### src/rtl/oled_pkg.sv
// Shared types, constants and helper functions for the OLED display controller.
// No dependencies; imported by oled_display_controller, oled_ctrl and oled_render.
package oled_pkg;

    localparam int PANEL_WIDTH  = 128;
    localparam int PANEL_HEIGHT = 64;
    localparam int PAGE_COUNT   = (PANEL_HEIGHT + 7) / 8;
    localparam int STORE_SIZE   = PANEL_WIDTH * PAGE_COUNT;
    localparam int ADDR_W       = $clog2(STORE_SIZE);
    localparam int PAGE_W       = (PAGE_COUNT > 1) ? $clog2(PAGE_COUNT) : 1;

    // Item modes
    localparam logic [1:0] MODE_CMD  = 2'd0;
    localparam logic [1:0] MODE_DATA = 2'd1;
    localparam logic [1:0] MODE_READ = 2'd2;

    // Command bytes
    localparam logic [7:0] CMD_CONTRAST = 8'h81;
    localparam logic [7:0] CMD_ALL_OFF  = 8'hA4;
    localparam logic [7:0] CMD_ALL_ON   = 8'hA5;
    localparam logic [7:0] CMD_NORMAL   = 8'hA6;
    localparam logic [7:0] CMD_INVERSE  = 8'hA7;
    localparam logic [7:0] CMD_DISP_OFF = 8'hAE;
    localparam logic [7:0] CMD_DISP_ON  = 8'hAF;

    localparam logic [7:0] CONTRAST_RST = 8'd255;

    // Display settings and frame store fill state, as seen by the read path
    typedef struct packed {
        logic [7:0]        contrast;
        logic              all_on;
        logic              inverse;
        logic              enabled;
        logic [ADDR_W-1:0] wr_addr;
        logic              wrapped;
    } t_disp_state;

    // 48 * c / 255, truncated; x/255 == (x + 1 + (x >> 8)) >> 8 for x < 65535
    function automatic logic [7:0] dim_level(input logic [7:0] c);
        logic [14:0] x;
        logic [14:0] s;
        x = {1'b0, c, 6'd0} - {3'd0, c, 4'd0};  // 64c - 16c
        s = x + 15'd1 + {8'd0, x[14:8]};
        return {1'b0, s[14:8]};
    endfunction

endpackage

### src/rtl/oled_ctrl.sv
// Command decoder, display settings and frame store write pointer.
// Depends on oled_pkg.
module oled_ctrl import oled_pkg::*; (
    input  logic              i_clk,
    input  logic              i_rst_n,
    input  logic              i_acc,
    input  logic [1:0]        i_mode,
    input  logic [7:0]        i_byte_value,
    output logic              o_we,
    output t_disp_state       o_state
);

    logic [7:0]        r_contrast;
    logic              r_all_on;
    logic              r_inverse;
    logic              r_enabled;
    logic              r_pending;
    logic [ADDR_W-1:0] r_wr_addr;
    logic              r_wrapped;

    logic              cmd_acc;
    logic              last_addr;

    assign cmd_acc   = i_acc && (i_mode == MODE_CMD);
    assign o_we      = i_acc && (i_mode == MODE_DATA);
    assign last_addr = (r_wr_addr == ADDR_W'(STORE_SIZE - 1));

    always_ff @(posedge i_clk) begin
        if (!i_rst_n) begin
            r_contrast <= CONTRAST_RST;
            r_all_on   <= 1'b0;
            r_inverse  <= 1'b0;
            r_enabled  <= 1'b0;
            r_pending  <= 1'b0;
            r_wr_addr  <= '0;
            r_wrapped  <= 1'b0;
        end else begin
            if (cmd_acc) begin
                if (r_pending) begin
                    // argument byte of the contrast command
                    r_contrast <= i_byte_value;
                    r_pending  <= 1'b0;
                end else begin
                    case (i_byte_value)
                        CMD_CONTRAST: r_pending <= 1'b1;
                        CMD_ALL_OFF:  r_all_on  <= 1'b0;
                        CMD_ALL_ON:   r_all_on  <= 1'b1;
                        CMD_NORMAL:   r_inverse <= 1'b0;
                        CMD_INVERSE:  r_inverse <= 1'b1;
                        CMD_DISP_OFF: r_enabled <= 1'b0;
                        CMD_DISP_ON:  r_enabled <= 1'b1;
                        default:      ;
                    endcase
                end
            end
            // column/page pointer: store writes walk the addresses in order
            if (o_we) begin
                if (last_addr) begin
                    r_wr_addr <= '0;
                    r_wrapped <= 1'b1;
                end else begin
                    r_wr_addr <= r_wr_addr + ADDR_W'(1);
                end
            end
        end
    end

    assign o_state.contrast = r_contrast;
    assign o_state.all_on   = r_all_on;
    assign o_state.inverse  = r_inverse;
    assign o_state.enabled  = r_enabled;
    assign o_state.wr_addr  = r_wr_addr;
    assign o_state.wrapped  = r_wrapped;

endmodule

### config.mk
export PLATFORM = sky130hd
export DESIGN_NAME = oled_ctrl
export DESIGN_NICKNAME = d
export VERILOG_FILES = /design/src/rtl/oled_pkg.sv /design/src/rtl/oled_ctrl.sv
export SDC_FILE = /design/constraint.sdc
export NUM_CORES = 1
export LEC_CHECK = 0
export BUFFER_PORTS_ARGS = -buffer_cell sky130_fd_sc_hd__buf_2
export CELL_PAD_IN_SITES_DETAIL_PLACEMENT = 1
export CELL_PAD_IN_SITES_GLOBAL_PLACEMENT = 1
export CORE_MARGIN = 2
export CORE_UTILIZATION = 36
export DETAILED_ROUTE_END_ITERATION = 10
export PLACE_DENSITY_LB_ADDON = 0.25
export SYNTH_ARGS = -nofsm -noshare
export SYNTH_HDL_FRONTEND = slang
export SYNTH_SLANG_ARGS = --single-unit
### constraint.sdc
create_clock -name i_clk -period 2.09 [get_ports i_clk]
set_clock_uncertainty 0.15 [all_clocks]
set_input_delay 0.1045 -clock i_clk [delete_from_list [all_inputs] [get_ports i_clk]]
set_output_delay 0.1045 -clock i_clk [all_outputs]
set_load 0.02 [all_outputs]
# == Word level (Yosys, flattened, before mapping) ==
# Cells that the tools add are included.
# word_totals
in_bits,13
ff_bits,23
word_cells,35
out_inout_bits,23
# classes
n_reduce_logical,11
mux,6
eq_ne,9
n_bitwise,1
n_addsub,1
# ops
op,count
"8-bit == test, second input constant",7
"10-bit by 1-bit adder with 10-bit output, second input constant",1
"10-bit == test, second input constant",1
10-bit two-way mux,1
3-bit AND reduction,3
1-bit case mux with 2 select lines,3
2-bit nonzero test,3
2-bit AND reduction,2
"2-bit by 1-bit == test with 1-bit output, second input constant",1
1-bit logical AND,2
2-bit zero test,1
1-bit two-way mux,2
1-bit inverter,1

# == Depth between registers and ports, before layout ==
# Gate-level depths: netlist of the first run.
# depth
word_depth,3
mapped_depth,5
depth_no_buf,4

# == Least setup slack after synthesis of the first run ==
# No wires, ideal clock.
# synth_path
path_kind,reg-to-reg
from,register r_wr_addr[0]
to,register r_wr_addr[6]
path_slack_ps,373
required_time_ps,1870
arrival_time_ps,1497
synth_period_minus_slack_ps,1717
n_path_buf,0
stages_incl_launch_ff,5
setup_ps,70
path_cell_list,dfxtp_1 ha_1 nand2_1 or4_1 a21boi_1
# synth_between
elab_chain_cells,2
elab_cells_between_ends,3
classes_between,1 x add/sub; 1 x eq/ne; 1 x mux
# synth_lines
item,line,rtl
start: declaration,oled_ctrl.sv:18,logic [ADDR_W-1:0] r_wr_addr;
start signal: assignment,oled_ctrl.sv:62,r_wr_addr <= r_wr_addr + ADDR_W'(1);
10-bit by 1-bit adder with 10-bit output / 10-bit == test (equally long branches),"oled_ctrl.sv:62, oled_ctrl.sv:26",
10-bit two-way mux (*),oled_ctrl.sv:58,if (last_addr) begin
# Every way passes the cells marked *; elsewhere a longest branch is shown, timed or not.
# A chain may end at the register's enable or synchronous reset.

# == Worst setup path after layout of the first run ==
# layout_path
from,register r_pending
to,register r_contrast[3]
# layout_between
elab_chain_cells,1
# layout_lines
item,line,rtl
start: declaration,oled_ctrl.sv:17,logic r_pending;
start signal: assignment,oled_ctrl.sv:34,r_pending <= 1'b0;
start signal: assignment,oled_ctrl.sv:42,r_pending <= 1'b0;
start signal: assignment,oled_ctrl.sv:45,CMD_CONTRAST: r_pending <= 1'b1;
2-bit AND reduction (no line),-,
end signal: assignment,oled_ctrl.sv:41,r_contrast <= i_byte_value;
end: declaration,oled_ctrl.sv:13,logic [7:0] r_contrast;
# No other way between the ends.

==> flow_summary_export.csv, run 1 <==
group,metric,value,unit
die,die_w,59.5,µm
worst_setup_path,required,2160,ps
hold_path,min-delay-start,"i_rst_n",
drt,wl_per_cell,16.3,µm
drt,drt-total-wl,3.27,mm
finish,layout-drive-gt1-share,0.262,
worst_setup_path,end_kind,"flip-flop",
worst_setup_path,crit_family,"buffers and inverters",
pwr,power_density,501,nW/µm²
sta,hold_slack,9.21,ps
placed_design,portBuffers,35,
synth,ys.flop_type,"dfxtp_1",
worst_setup_path,crit_start,"r_pending",
synth,ys_top_cells_by_area,"dfxtp_1, mux2i_1, nand2_1",
sta,min_period,1910,ps
drt,drc,0,
cts,path_clk_slew,140,ps
synth,async_flop_share,0,
cts,cts_tree,"built",
run_status,outcome,"completed",
die,ios,36,
pwr,p_total,0.728,mW
finish,areaGrowthSynthToFinish,31.0,%
drt,drt_iter0_markers,25,
synth,synth-simple-area-share,0.284,
sta,slew_headroom,0.668,
sta,hold_viol,0,
cts,clk_latency,310,ps
pwr,power_leakage,0.524,nW
sta,tightest_slew,492,ps
cts,root_buffer,"clkbuf_4",
synth,syn_area,1110,µm²
cts,clock_path_buffers,2,
worst_setup_path,startpoint_type,"flip-flop",
drt,detail-route-antenna-nets,0,
synth,synth-edff-count,0,
placed_design,dp.cells,183,
synth,synth_top_area_cell,"dfxtp_1",
worst_setup_path,max_stage_delay,570,ps
synth,ys_types,36,
worst_setup_path,crit_buf_inv,1,
worst_setup_path,r2r_slack,180,ps
sta,tns,0,ps
global_routing,grt_pass1_vias,1071,
synth,ys_seq_area_frac,0.415,
sta,fmax,525,MHz
sta,period_share,0.912,
cts,cts_buffers,3,
worst_setup_path,crit_chain,"and4bb_4, mux2i_1, nand2_1, dlygate4sd3_1",
synth,synth_fa_ha_area_frac,0.0113,
synth,synth_compound_area_frac,0.117,
die,core,2980,µm²
die,start_util,0.372,
synth,synthMuxAreaShare,0.108,
global_routing,grt_start_max_net_pins,15,
finish,layout.cells.non_filler,201,
sta,rsz0062_at_grt,"false",
die,chipHeight,59.5,µm
worst_setup_path,regToRegEndpoint,"r_contrast[3]",
worst_setup_path,crit_end,"r_contrast[3]",
sta,finalSetupViolations,0,
drt,first_pass_iters,4,
synth,synth_seq_cells,23,
worst_setup_path,path_max_fanout,8,
sta,drv_slew,0,
finish,diodes,0,
global_routing,antenna_found_initial,0,
worst_setup_path,slowest_stage,"dlygate4sd3_1",
job,max-cap-violations,0,
placed_design,dpl.hpwl,2.18,mm
synth,ys_top_cells_by_count,"dfxtp_1, nand2_1, mux2i_1",
cts,cts.sinks,23,
pwr,ir_drop,0.000245,V
synth,yosys.area.top_type_share,0.415,
synth,syn_nets,137,
synth,yosys.area_share.xor_xnor,0.00790,
worst_setup_path,path_class,"flip-flop to flip-flop",
hold_path,hp-class,"primary input to flip-flop",
synth,synth_top_family_by_area,"simple AND/OR/NAND/NOR gates",
cts,cts_htree_levels,1,
drt,route.vias.total,1093,
placed_design,gp_congestion,0.745,
worst_setup_path,worstReg2RegStart,"r_pending",
synth,avgSynthCellArea,9.01,µm²
synth,yosys_warnings,0,
die,dieArea,3540,µm²
die,rows,20,
worst_setup_path,crit_arrival,1970,ps
finish,layout.nets,183,
drt,vias_per_cell,5.44,
worst_setup_path,r2r_cells,4,
synth,postSynthCellCount,123,
worst_setup_path,worstSetupPathDepth,4,
global_routing,grt_pass1_wl,5.11,mm
global_routing,grt.total_usage,0.195,
global_routing,grt_overflow_total,0,
cts,cts_setup_buffers,0,
[where the power goes]
part	leakage (nW)	switching, mW	internal (mW)	total [mW]
sequential	0.186	0.00234	0.440	0.442
combinational	0.324	0.0349	0.0317	0.0666
clock	0.0150	0.145	0.0745	0.219
total	0.524	0.182	0.546	0.728
[metal layers]
layer	vias up	GRT usage	share of wire
li1	538	-	-
met1	527	0.250	0.45
met2	24	0.336	0.51
met3	4	0.0262	0.035
met4	0	0.0667	0.012
met5	-	0	0
[placed cells by master (no fill, tap or decap), types with 2 or more instances in the layout]
master,n
clkbuf_4,3
a21oi_1,5
o21a_1,2
nand4_1,2
nor4_1,6
o31ai_1,2
nand2_1,23
dlygate4sd3_1,14
nand3b_1,2
nand3_1,4
inv_1,2
mux2i_1,12
buf_2,35
dfxtp_1,23
or4_1,5
a21boi_1,2
nand2b_1,5
[final cells by class]
class                   instances  area (µm²)
repair buffers                 50         323
well taps                      33        41.3
inverters                       3        11.3
clock buffers                   4        26.3
flip-flops and latches         23         460
fillers                       364        1530
multi-input cells              88         591
[per-stage QoR]
stage	util	setup slack, ps	cell area, µm²
floorplan	-	373	1110
global placement	0.431	462	1280
detailed placement	0.431	352	1280
CTS	0.487	51.4	1450
global route	0.488	76.1	1450
finish	0.488	184	1450
[sequential cells by signal (all words and copies together) (netlist names)]
name        flops
r_all_on        1
r_inverse       1
r_contrast      8
r_wrapped       1
r_pending       1
r_enabled       1
r_wr_addr      10
[how the worst min path moves through the flow]
stage	end	slack (ps)	cells after the start
after global placement	r_contrast[4]	180	3
after global routing	r_all_on	10	3
after floorplan	r_contrast[0]	80	2
final	r_all_on	9	3
after detailed placement	r_contrast[4]	190	3
after CTS	r_all_on	9	3
[worst reg2reg max path, stage by stage (launching register included)]
cell,delay (ps)
dfxtp_1,390
and4bb_4,370
mux2i_1,250
nand2_1,80
dlygate4sd3_1,570
[kinds of logic (layout without fill, tap and decap cells)]
family	Yosys count	after routing
multiplexers	12	12
flip-flops	23	23
buffers and inverters	12	57
AO/OA/AOI/OAI	18	18
AND/OR/NAND/NOR	56	56
XOR/XNOR	1	1
adder cells (fa/ha/maj)	1	1
[timing repair]
action / CTS / global route
hold endpoints to repair: 11 / 0
hold buffers: 14 / 0
resized for setup: 0 / 2
setup endpoints to repair: 0 / 6
Power figures use the tool's default switching activity.
==> inputs of run 2 (changes only) <==
REMOVE_ABC_BUFFERS = 1   (was default)
==> run 2 against run 1 <==
Critical path depth stayed put. First-iteration DRC count is 60% lower. Final area is 1.5% higher. Sequential power hardly changed. Sequential share of layout area is 0.46 points lower. Routed wire length is 7.0% lower. Final cell count is 1.0% higher. Hold slack worse by 6.3 ps. Clock power is 4% lower. Maximum frequency is 1.0% lower. Critical endpoint unchanged.
==> flow_summary_export.csv, run 2 (same netlist as run 1, synthesis figures left out) <==
group,metric,value,unit
run_status,outcome,"completed",
drt,drt-total-wl,3.04,mm
die,die_w,59.5,µm
global_routing,antenna_found_initial,0,
finish,mostFrequentLayoutCell,"buf_2",
cts,cts_tree,"built",
worst_setup_path,path_max_fanout,8,
sta,hold_viol,0,
sta,finalSetupViolations,0,
cts,path_clk_slew,140,ps
sta,hold_slack,2.88,ps
drt,wl_per_cell,15.0,µm
cts,clk_latency,320,ps
drt,detail-route-antenna-nets,0,
pwr,p_total,0.719,mW
sta,min_period,1930,ps
global_routing,grt_pass1_wl,4.95,mm
die,chipHeight,59.5,µm
drt,route.vias.total,1091,
hold_path,hold_path_depth,3,
cts,cts_buffers,3,
placed_design,portBuffers,35,
sta,slew_headroom,0.669,
global_routing,grt.total_usage,0.186,
job,max-cap-violations,0,
cts,cts_htree_levels,1,
placed_design,gp_congestion,0.769,
drt,drc,0,
pwr,ir_drop,0.000296,V
cts,root_buffer,"clkbuf_4",
worst_setup_path,startpoint_type,"flip-flop",
die,core,2980,µm²
pwr,power_leakage,0.530,nW
drt,drt_iter0_markers,10,
pwr,power_density,488,nW/µm²
worst_setup_path,path_class,"flip-flop to flip-flop",
worst_setup_path,required,2170,ps
finish,regMostFlops,"r_wr_addr",
sta,fmax,519,MHz
drt,first_pass_iters,4,
placed_design,pre_cts_slack,335,ps
worst_setup_path,r2r_cells,4,
die,ios,36,
worst_setup_path,max_stage_delay,560,ps
cts,cts_setup_buffers,0,
finish,nFillCells,368,
worst_setup_path,end_kind,"flip-flop",
die,dieArea,3540,µm²
global_routing,grt_pass1_vias,1069,
finish,areaGrowthSynthToFinish,33.0,%
worst_setup_path,crit_arrival,2000,ps
global_routing,grt_overflow_total,0,
cts,cts.sinks,23,
finish,layout.nets,185,
global_routing,grt_start_max_net_pins,15,
sta,period_share,0.922,
finish,final_core_util,0.495,
worst_setup_path,slowest_stage,"dlygate4sd3_1",
finish,largest_reg_flops,10,
hold_path,hp-class,"primary input to flip-flop",
placed_design,dpl.hpwl,2.07,mm
sta,setup_ws,164,ps
finish,largest_registers,"r_wr_addr: 10 flops, r_contrast: 8 flops",
sta,tns,0,ps
drt,vias_per_cell,5.37,
die,start_util,0.372,
finish,layout_common_cells,"buf_2, nand2_1, dfxtp_1",
sta,tightest_slew,490,ps
worst_setup_path,crit_chain,"and4bb_4, mux2i_1, nand2_1, dlygate4sd3_1",
cts,clock_path_buffers,2,
finish,layout-drive-gt1-share,0.265,
sta,rsz0062_at_grt,"false",
sta,drv_slew,0,
die,rows,20,
finish,diodes,0,
## run 2: cell types whose count changed in the layout (fill, tap and decap cells not counted)
| cell | delta |
|---|---|
| dlygate4sd3_1 | +2 |
| clkbuf_1 | -1 |
| clkinv_2 | +1 |
## run 2: final timing paths
path / end / startpoint / slack [ps]
worst max register to register: r_contrast[3] / r_pending / 160
worst min register to register: r_enabled / r_enabled / 320
worst max-delay path: r_contrast[3] / r_pending / 160
worst min-delay path: r_enabled / i_rst_n / 3
## run 2: metrics by stage
stage,instances,area (µm²)
finish,203,1470
global route,203,1470
CTS,203,1470
detailed placement,183,1280
global placement,183,1280
floorplan,114,1060
## run 2: metal layers
layer	GRT usage	vias to the layer above	wire length, µm
met5	0	-	0
met4	0.0762	0	45
met3	0.0218	4	91
met2	0.312	22	1440
met1	0.240	526	1460
li1	-	539	-
## run 2: repair_timing
item,4_1_cts,5_1_grt
hold endpoints to repair,11,0
endpoints found under the setup margin,0,8
hold buffers,16,0
gates resized for setup,0,2
## run 2: area by class of cell
type / instances / area, µm² / area share
multi-input combinational: 88 / 591 / 0.401
sequential: 23 / 460 / 0.312
timing repair buffer: 52 / 343 / 0.233
tap: 33 / 41.3 / 0.0280
clock buffer: 3 / 22.5 / 0.0153
inverter: 3 / 11.3 / 0.00764
clock inverter: 1 / 5.00 / 0.00340
## run 2: critical path: cells and delay by family (launching register included)
kind	cells	cell delay, ps
DFF	1	400
and+or+nand+nor	2	470
buffers and inverters	1	560
muxes	1	260
## run 2: power breakdown
| group | switching, mW | internal (mW) |
|---|---|---|
| clock network | 0.139 | 0.0716 |
| logic | 0.0343 | 0.0317 |
| registers | 0.00254 | 0.440 |
| total | 0.176 | 0.543 |
