File: src/rtl/oled_pkg.sv
// Shared types, constants and helper functions for the OLED display controller.
// No dependencies; imported by oled_display_controller, oled_ctrl and oled_render.
package oled_pkg;

    localparam int PANEL_WIDTH  = 128;
    localparam int PANEL_HEIGHT = 64;
    localparam int PAGE_COUNT   = (PANEL_HEIGHT + 7) / 8;
    localparam int STORE_SIZE   = PANEL_WIDTH * PAGE_COUNT;
    localparam int ADDR_W       = $clog2(STORE_SIZE);
    localparam int PAGE_W       = (PAGE_COUNT > 1) ? $clog2(PAGE_COUNT) : 1;

    // Item modes
    localparam logic [1:0] MODE_CMD  = 2'd0;
    localparam logic [1:0] MODE_DATA = 2'd1;
    localparam logic [1:0] MODE_READ = 2'd2;

    // Command bytes
    localparam logic [7:0] CMD_CONTRAST = 8'h81;
    localparam logic [7:0] CMD_ALL_OFF  = 8'hA4;
    localparam logic [7:0] CMD_ALL_ON   = 8'hA5;
    localparam logic [7:0] CMD_NORMAL   = 8'hA6;
    localparam logic [7:0] CMD_INVERSE  = 8'hA7;
    localparam logic [7:0] CMD_DISP_OFF = 8'hAE;
    localparam logic [7:0] CMD_DISP_ON  = 8'hAF;

    localparam logic [7:0] CONTRAST_RST = 8'd255;

    // Display settings and frame store fill state, as seen by the read path
    typedef struct packed {
        logic [7:0]        contrast;
        logic              all_on;
        logic              inverse;
        logic              enabled;
        logic [ADDR_W-1:0] wr_addr;
        logic              wrapped;
    } t_disp_state;

    // 48 * c / 255, truncated; x/255 == (x + 1 + (x >> 8)) >> 8 for x < 65535
    function automatic logic [7:0] dim_level(input logic [7:0] c);
        logic [14:0] x;
        logic [14:0] s;
        x = {1'b0, c, 6'd0} - {3'd0, c, 4'd0};  // 64c - 16c
        s = x + 15'd1 + {8'd0, x[14:8]};
        return {1'b0, s[14:8]};
    endfunction

endpackage

File: src/rtl/oled_render.sv
// Pixel read path: address stage, then gray level render into the output register.
// Depends on oled_pkg.
module oled_render import oled_pkg::*; (
    input  logic              i_clk,
    input  logic              i_rst_n,
    input  logic              i_acc_read,
    input  logic [6:0]        i_pixel_x,
    input  logic [5:0]        i_pixel_y,
    input  t_disp_state       i_state,
    output logic              o_re,
    output logic [ADDR_W-1:0] o_raddr,
    input  logic [7:0]        i_rdata,
    input  logic              i_stall,
    output logic              o_busy,
    output logic              o_valid,
    output logic [7:0]        o_gray_level,
    output logic              o_pixel_lit
);

    logic              r_s1_valid;
    logic              r_s1_oob;
    logic              r_s1_written;
    logic [2:0]        r_s1_bitsel;
    logic [7:0]        r_s1_fg;
    logic [7:0]        r_s1_bg;
    logic              r_out_valid;

    logic              oob;
    logic [ADDR_W-1:0] rd_addr;
    logic              written;
    logic [7:0]        fg;
    logic [7:0]        bg;
    logic [7:0]        fg_sw;
    logic [7:0]        bg_sw;
    logic              advance;
    logic              bit_val;
    logic [7:0]        n_gray;
    logic              n_lit;

    assign oob     = ({25'd0, i_pixel_x} >= 32'(PANEL_WIDTH))
                  || ({26'd0, i_pixel_y} >= 32'(PANEL_HEIGHT));
    assign rd_addr = ADDR_W'(32'(i_pixel_y[5:3]) * 32'(PANEL_WIDTH) + 32'(i_pixel_x));
    // entry never written since reset reads as zero
    assign written = i_state.wrapped || (rd_addr < i_state.wr_addr);

    assign fg    = i_state.enabled ? i_state.contrast : 8'd0;
    assign bg    = (!i_state.enabled || i_state.all_on) ? fg : dim_level(i_state.contrast);
    assign fg_sw = i_state.inverse ? bg : fg;
    assign bg_sw = i_state.inverse ? fg : bg;

    assign o_re    = i_acc_read;
    assign o_raddr = rd_addr;

    assign advance = r_s1_valid && (!r_out_valid || !i_stall);
    // RAM data is only held while stage 1 waits, so block new items then
    assign o_busy  = r_s1_valid && r_out_valid && i_stall;

    assign bit_val = r_s1_written && i_rdata[r_s1_bitsel];
    assign n_lit   = !r_s1_oob && bit_val;
    assign n_gray  = r_s1_oob ? 8'd0 : (bit_val ? r_s1_fg : r_s1_bg);

    always_ff @(posedge i_clk) begin
        if (!i_rst_n) begin
            r_s1_valid  <= 1'b0;
            r_out_valid <= 1'b0;
        end else begin
            if (i_acc_read) begin
                r_s1_valid <= 1'b1;
            end else if (advance) begin
                r_s1_valid <= 1'b0;
            end
            if (advance) begin
                r_out_valid <= 1'b1;
            end else if (!i_stall) begin
                r_out_valid <= 1'b0;
            end
        end
    end

    always_ff @(posedge i_clk) begin
        if (i_acc_read) begin
            r_s1_oob     <= oob;
            r_s1_written <= written;
            r_s1_bitsel  <= i_pixel_y[2:0];
            r_s1_fg      <= fg_sw;
            r_s1_bg      <= bg_sw;
        end
        if (advance) begin
            o_gray_level <= n_gray;
            o_pixel_lit  <= n_lit;
        end
    end

    assign o_valid = r_out_valid;

endmodule
File: config.mk
export PLATFORM = sky130hd
export DESIGN_NAME = oled_render
export DESIGN_NICKNAME = d
export VERILOG_FILES = /design/src/rtl/oled_pkg.sv /design/src/rtl/oled_render.sv
export SDC_FILE = /design/constraint.sdc
export NUM_CORES = 1
export LEC_CHECK = 0
export BUFFER_PORTS_ARGS = -buffer_cell sky130_fd_sc_hd__buf_2
export CAP_MARGIN = 20
export CORE_MARGIN = 1.5
export CORE_UTILIZATION = 45
export CTS_BUF_LIST = sky130_fd_sc_hd__clkbuf_4 sky130_fd_sc_hd__clkbuf_8 sky130_fd_sc_hd__clkbuf_16
export DETAILED_ROUTE_END_ITERATION = 7
export GPL_TIMING_DRIVEN = 0
export PLACE_DENSITY = 0.69
export SETUP_SLACK_MARGIN = 0.5
export SLEW_MARGIN = 0
export SYNTH_ARGS = -nofsm -noshare
export SYNTH_HDL_FRONTEND = slang
export SYNTH_SLANG_ARGS = --single-unit
File: constraint.sdc
create_clock -name i_clk -period 3.9 [get_ports i_clk]
set_input_delay 0.39 -clock i_clk [delete_from_list [all_inputs] [get_ports i_clk]]
set_output_delay 0.39 -clock i_clk [all_outputs]
set_load 0.03 [all_outputs]
* Word level (Yosys, flattened, before mapping)
Index checks and enable logic that the tools add are counted.
Storage, ports and cells: logic and storage cells 37, register bits 31, output and inout port bits 22
Cells by class: muxes and demuxes 11, add/subtract/negate cells 4, reduce and logical (&&, ||, !) cells 11, magnitude comparators 2, equality and inequality tests 1
Operator list (number):
- two-way mux 8 bit | 5
- adder 15 x 1 -> 15 bit, second input constant | 1
- adder 15 x 7 -> 15 bit | 1
- subtractor 14 x 12 -> 15 bit | 1
- adder 10 x 7 -> 10 bit | 1
- less-than comparator 10 bit | 1
- two-way mux 1 bit | 5
- logical AND 1 bit | 4
- less-than comparator 3 x 4 -> 1 bit, second input constant | 1
- binary-select mux 1 bit (select 3 bit) | 1
- logical NOT 1 bit | 3
- logical OR 1 bit | 3
- inequality test 2 x 1 -> 1 bit, second input constant | 1
- nonzero test 2 bit | 1

* Longest topological paths before layout
Gate-level depths: netlist of the first run.
depth in word-level cells 5, depth in mapped cells 14, mapped depth without buffers 13

* Least setup slack after synthesis of the first run
Ideal clock, no wire load.
path kind input -> register, start input port i_state[19] (netlist bit), end register r_s1_bg[1] (data pin), stages 14, data required time 3.630 ns, arrival time 3.170 ns, library setup time 0.270 ns, path slack 0.460 ns, path buffers 1, path through inv_1 > ha_1 > buf_2 > and3_1 > a221oi_2 > o21bai_1 > a2111oi_2 > ha_1 > and3_1 > and3_1 > a211oi_4 > nor3_1 > a221oi_2 > a21oi_1
Between the ends: longest elaborated chain between the ends 5
RTL lines:
- start: declaration | line oled_render.sv:9 | input t_disp_state i_state,
- subtractor 14 x 12 -> 15 bit * | line oled_pkg.sv:42 | x = {1'b0, c, 6'd0} - {3'd0, c, 4'd0};
- adder 15 x 1 -> 15 bit | line oled_pkg.sv:43 | s = x + 15'd1 + {8'd0, x[14:8]};
- adder 15 x 7 -> 15 bit * | line oled_pkg.sv:43
- two-way mux 8 bit * | line oled_render.sv:47 | assign bg = (!i_state.enabled || i_state.all_on) ? fg : dim_level(i_state.contrast);
- two-way mux 8 bit * | line oled_render.sv:49 | assign bg_sw = i_state.inverse ? fg : bg;
- named net bg_sw[1] | line oled_render.sv:34 | logic [7:0] bg_sw;
- end signal: assignment | line oled_render.sv:86 | r_s1_bg <= bg_sw;
- end: declaration | line oled_render.sv:25 | logic [7:0] r_s1_bg;
The timed path passes the listed nets; every way through them passes the cells marked *. A chain may end at the register's enable or synchronous reset.

* Worst setup path after layout of the first run
start input port i_state[17] (netlist bit), end register r_s1_bg[2] (data pin)
The elaborated chain is that of the path after synthesis.

==> impl_metrics.yaml, run 1 <==
sta:
  finalSetupViolCount: 0
  layout_min_cycle_time_ps: 3260
  finalCritPeriodShare: 0.835
  tns_ps: 0
  rsz0062_at_grt: "no"
  worstMarginPinSlew_ps: 636
  fin_worst_skew_ps: 2.41
  relSlewSlack: 0.575
  finalHoldViolCount: 0
  fmax_mhz: 307
  drv_slew: 0
place:
  place_hpwl_mm: 3.63
  dp_cells: 382
  io_buffers: 68
  post_dp_cell_area_um2: 2810
  place.gp.congestion: 0.863
setup_path:
  path_common_cell: "and3_4"
  critPathRequiredTime_ps: 3900
  crit_fanout: 7
  reg2reg_depth: 6
  r2r_slack_ps: 1780
  r2r_start: "r_s1_bitsel[0]"
  path_class: "input pin to flip-flop"
  crit_end: "r_s1_bg[2]"
  crit_chain: "buf_2 > inv_1 > ha_2 > and3_4 > a221oi_4 > o21bai_2 > a2111oi_4 > ha_1 > and3_4 > and3_4 > a211oi_4 > nor3_2 > mux2i_1 > o22ai_1"
  crit_start: "i_state[17]"
  crit_slowest_cell: "a2111oi_4"
  arrival_ps: 3260
  cp_slowest_stage_delay_ps: 330
  crit_path_start_kind: "input pin"
  cp-end-kind: "flip-flop"
  r2r_end: "o_gray_level[5]"
final_layout:
  fill_cells: 466
  final_cell_mix: "buf_2, nand2_1, edfxtp_1"
  fin_area_um2: 3090
  final_cells: 400
  utilization: 0.606
  layout_commonest_cell: "buf_2"
  nNetsFinal: 394
  layout-drive-gt1-share: 0.388
  num_antenna_cells: 0
  syn2layout_area_growth_pct: 30.2
drt:
  via_per_inst: 4.91
  wl_per_cell_um: 11.5
  drt_iter0_drc: 31
  drt-total-wl_mm: 4.60
  vias: 1964
  drt-pass1-iter-count: 4
  drcViolationCount: 0
  final_antenna_net_count: 0
logic_synthesis:
  ys_warn_count: 0
  syn-cell-area_um2: 2380
  synth-main-ff-cell: "edfxtp_1"
  synth-edff-count: 29
  yosysSeqAreaShare: 0.383
  synth.distinct_cells: 52
  synthArstFlopShare: 0
  syn_nets: 308
  synthCells: 243
  synth.avg_cell_area_um2: 9.78
  ys_seq_elements: 31
cts:
  holdBufCountCts: 0
  cts_tree: "yes"
  clk_pin_slew_ps: 60
  clk_root_buffer_cell: "clkbuf_8"
  cts_made_buffers: 5
  clk_latency_ps: 270
  cts.path.max_buffers: 2
  htree_levels: 2
  cts_sinks: 31
floorplan:
  num_io_pins: 69
  start_util: 0.465
  die_h_um: 75.7
  coreArea_um2: 5110
  rows: 26
  die_width_um: 75.7
  fp.dieArea_um2: 5730
outcome:
  status: "finished, final reports clean"
global_route:
  grt_antenna_before_repair: 0
  grt_pass1_vias: 1811
  grt_pass1_wl_mm: 7.32
  grt_usage: 0.166
  overflow: 0
  grt_max_degree: 23
power_and_ir_drop:
  p_leak_nw: 1.40
  p_per_area_nw_per_um2: 339
  irDropWorstVdd_mv: 0.264
min_path:
  min_path_type: "input pin to flip-flop"
job:
  maxCapViolations: 0
==> cell usage after synthesis (3+ instances only) <==
| library cell | n | share of area |
|---|---|---|
| a21o_1 | 6 | 0.019 |
| a21oi_1 | 17 | 0.036 |
| and3_1 | 7 | 0.018 |
| buf_4 | 11 | 0.035 |
| clkbuf_1 | 4 | 0.0063 |
| edfxtp_1 | 29 | 0.37 |
| ha_1 | 18 | 0.095 |
| inv_1 | 19 | 0.030 |
| nand2_1 | 38 | 0.060 |
| nand3_1 | 6 | 0.013 |
| nor2_1 | 13 | 0.021 |
| nor2b_1 | 4 | 0.011 |
| o21a_1 | 3 | 0.0095 |
| o21ai_0 | 8 | 0.017 |
| o22ai_1 | 6 | 0.016 |
| xnor2_1 | 8 | 0.029 |
| xor2_1 | 3 | 0.011 |
==> stage by stage <==
stage                     total power [mW]  hold slack [ps]  worst slack (ps)
final                                 1.05              291               643
after global routing                  1.11              276               504
after CTS                             1.03              281               512
after detailed placement             0.728              487              41.5
after global placement               0.721              488              58.7
after floorplan                      0.645              466               515
==> worst min path at each step <==
stage / startpoint / endpoint / slack [ps] / depth (start not counted)
final: i_pixel_y[2] / r_s1_bitsel[2] / 290 / 1
after global routing: i_pixel_y[2] / r_s1_bitsel[2] / 280 / 1
after CTS: i_pixel_y[1] / r_s1_bitsel[1] / 280 / 1
after detailed placement: r_s1_valid / o_valid / 490 / 2
after global placement: r_s1_valid / o_valid / 490 / 2
after floorplan: r_s1_valid / o_valid / 470 / 2
==> worst max-delay path: cells and delay by family <==
kind,cells,cell delay [ps]
AO/OA/AOI/OAI,5,1180
buffers and inverters,2,220
AND/OR/NAND/NOR,4,610
multiplexers,1,240
adder cells (fa/ha/maj),2,610
==> cells by family after synthesis <==
kind of cell	Yosys count	share of synthesized area
DFF	31	0.383
buffers and inverters	36	0.0747
AOI/OAI and AO/OA	60	0.201
muxes	4	0.0279
adders and majority gates	18	0.0947
and+or+nand+nor	82	0.169
xor gates and xnor gates	12	0.0500
==> report_power, final <==
part	leakage [nW]	internal [mW]	switching, mW
clock	0.0556	0.186	0.103
combinational	1.05	0.156	0.197
sequential	0.295	0.400	0.00740
total	1.40	0.743	0.307
==> cell type report <==
type / count / area (um2) / area share
multi-input cells: 176 / 1380 / 0.446
flip-flops and latches: 31 / 911 / 0.294
repair buffers: 79 / 423 / 0.137
plain buffers: 16 / 109 / 0.0352
well taps: 70 / 87.6 / 0.0283
inverters: 20 / 75.1 / 0.0243
clock buffers: 5 / 68.8 / 0.0222
clock inverters: 3 / 38.8 / 0.0125
==> timing repair <==
| item | in CTS | in global routing |
|---|---|---|
| gates resized for setup | 6 | 10 |
| buffers inserted | 4 | 6 |
| pin swaps | 5 | 8 |
| setup endpoints to repair | 8 | 8 |
==> metal layers <==
| metal | wire [um] | global-route usage |
|---|---|---|
| met5 | 0 | 0 |
| met4 | 49 | 0.0556 |
| met3 | 156 | 0.0251 |
| met2 | 2530 | 0.326 |
| met1 | 1860 | 0.181 |
==> state kept, by name (all words and copies together) (netlist names) <==
name	count
o_gray_level	8
o_pixel_lit	1
o_valid	1
r_s1_bg	8
r_s1_bitsel	3
r_s1_fg	8
r_s1_valid	1
r_s1_written	1
(Power assumes the default switching activity.)
==> run 2: changes to the inputs <==
==> constraint.sdc (replaced) <==
create_clock -name i_clk -period 3.2 [get_ports i_clk]
set_input_delay 0.32 -clock i_clk [delete_from_list [all_inputs] [get_ports i_clk]]
set_output_delay 0.32 -clock i_clk [all_outputs]
set_load 0.03 [all_outputs]
==> impl_metrics.yaml, run 2 (synthesis results as in run 1) <==
global_route:
  overflow: 0
  grt_pass1_wl_mm: 8.30
  grt_antenna_before_repair: 0
  grt_usage: 0.193
  grt_max_degree: 23
  grt_pass1_vias: 1986
drt:
  top_layer_used: "met4"
  final_antenna_net_count: 0
  drcViolationCount: 0
  drt-pass1-iter-count: 4
  dr_wl_met3_um: 131
  via_per_inst: 5.11
  drt_iter0_drc: 67
  wl_met1_mm: 2.02
  route.met2.wl_mm: 2.81
  wl_per_cell_um: 12.5
  vias: 2059
  drt-total-wl_mm: 5.03
setup_path:
  r2r_start: "r_s1_bitsel[0]"
  cp-end-kind: "flip-flop"
  crit_chain: "buf_12 > inv_12 > ha_4 > buf_6 > and3_4 > a221oi_4 > o21bai_2 > a2111oi_4 > ha_1 > and3_4 > and3_4 > a211oi_4 > buf_6 > nor3_2 > mux2i_1 > o22ai_1"
  crit_path_start_kind: "input pin"
  path_common_cell: "and3_4"
  r2r_slack_ps: 1070
  arrival_ps: 3080
  cp_slowest_stage_delay_ps: 350
  path_class: "input pin to flip-flop"
  path_delay_family: "compound AO/OA/AOI/OAI gates"
  reg2reg_depth: 6
  r2r_end: "o_gray_level[6]"
  crit_buf_inv: 4
  crit_slowest_cell: "a2111oi_4"
  critPathRequiredTime_ps: 3210
  cp.depth: 16
  crit_fanout: 5
sta:
  finalCritPeriodShare: 0.960
  rsz0062_at_grt: "yes"
  fin_worst_skew_ps: 1.29
  worstMarginPinSlew_ps: 843
  layout_min_cycle_time_ps: 3070
  drv_slew: 0
  finalSetupViolCount: 0
  finalHoldViolCount: 0
  relSlewSlack: 0.436
  fmax_mhz: 326
power_and_ir_drop:
  seqPwrFrac: 0.370
  p_leak_nw: 1.47
  switching_share: 0.301
  irDropWorstVdd_mv: 0.284
  intPower_mw: 0.939
  p_clk_frac: 0.266
  combPwrFrac: 0.365
  finalPower_mw: 1.34
  p_switching_mw: 0.405
  p_per_area_nw_per_um2: 407
min_path:
  hold_start: "i_pixel_y[1]"
  holdPathEnd: "r_s1_bitsel[1]"
  min_path_type: "input pin to flip-flop"
  whs_path_depth: 1
place:
  io_buffers: 68
  post_dp_cell_area_um2: 2930
  place.gp.congestion: 0.806
  place_hpwl_mm: 3.93
final_layout:
  layout-drive-gt1-share: 0.444
  layout_commonest_cell: "buf_2"
  largestRegisters: "o_gray_level (8), r_s1_bg (8), r_s1_fg (8)"
  final_cell_mix: "buf_2, nand2_1, edfxtp_1"
  syn2layout_area_growth_pct: 39.1
  fill_cells: 421
  num_antenna_cells: 0
  nNetsFinal: 397
  fin_area_um2: 3310
floorplan:
  num_io_pins: 69
  die_h_um: 75.7
  rows: 26
  coreArea_um2: 5110
  start_util: 0.465
  die_width_um: 75.7
  fp.dieArea_um2: 5730
cts:
  cts_made_buffers: 5
  cts_sinks: 31
  cts_tree: "yes"
  htree_levels: 2
  clk_pin_slew_ps: 60
  holdBufCountCts: 0
  clk_root_buffer_cell: "clkbuf_8"
  cts.path.max_buffers: 2
  clk_latency_ps: 280
outcome:
  status: "finished, final reports clean"
job:
  maxCapViolations: 0
[run 2: changes by cell type in the layout (fill, tap and decap cells not counted), moves of 2 or more]
cell	previous run	this run
a21oi_1	17	15
buf_2	68	63
buf_6	1	6
inv_1	19	15
inv_2	0	2
xnor2_1	8	3
xnor2_2	0	4
[run 2: area by class of cell]
| cell class | instances | area (um2) | area share |
|---|---|---|---|
| Multi-Input combinational cell | 176 | 1500 | 0.455 |
| Sequential cell | 31 | 911 | 0.276 |
| Timing Repair Buffer | 82 | 497 | 0.150 |
| Buffer | 16 | 110 | 0.0333 |
| Inverter | 20 | 90.1 | 0.0273 |
| Tap cell | 70 | 87.6 | 0.0265 |
| Clock buffer | 5 | 68.8 | 0.0208 |
| Clock inverter | 3 | 38.8 | 0.0117 |
[run 2: how the worst max path moves through the flow]
stage	from	to	slack (ps)
final	i_state[19]	r_s1_fg[2]	130
after global routing	i_state[19]	r_s1_bg[2]	-20
after CTS	i_state[18]	r_s1_bg[2]	130
after detailed placement	i_state[14]	r_s1_bg[2]	-590
after global placement	i_state[19]	r_s1_bg[2]	-540
after floorplan	i_state[19]	r_s1_bg[2]	10
[run 2: what timing repair did]
item                       in CTS  in global routing
resized for setup              24                 11
pin swaps                      22                 11
setup buffers                  12                  1
setup endpoints to repair      14                 14
[run 2: power groups by stage]
stage	logic, mW	registers, mW	clock network [mW]
6_report	0.490	0.497	0.357
5_1_grt	0.536	0.502	0.379
2_1_floorplan	0.288	0.523	0
3_5_place_dp	0.414	0.505	0
3_3_place_gp	0.405	0.505	0
4_1_cts	0.474	0.497	0.365
[run 2: worst register-to-register path, cell delays in order, from the launching register on]
cell	delay, ps
edfxtp_1	390
mux4_2	500
mux2_2	270
nand2_1	230
clkinv_1	290
nand2_1	140
nand2_1	50
[run 2: routing by layer]
layer  vias to the layer above  GRT usage
met3                         5     0.0265
met4                         0     0.0615
met1                       964      0.206
met2                        39      0.385
met5                         -          0
li1                       1051          -
[run 2: metrics by stage]
step / hold WS [ps] / TNS, ps / utilization / setup WS (ps) / cells
floorplan: 419 / 0 / - / 13.8 / 243
global placement: 488 / -4470 / 0.573 / -536 / 381
detailed placement: 495 / -5350 / 0.574 / -589 / 382
CTS: 213 / 0 / 0.634 / 126 / 402
global route: 214 / -64.4 / 0.647 / -19.9 / 403
finish: 220 / 0 / 0.647 / 128 / 403
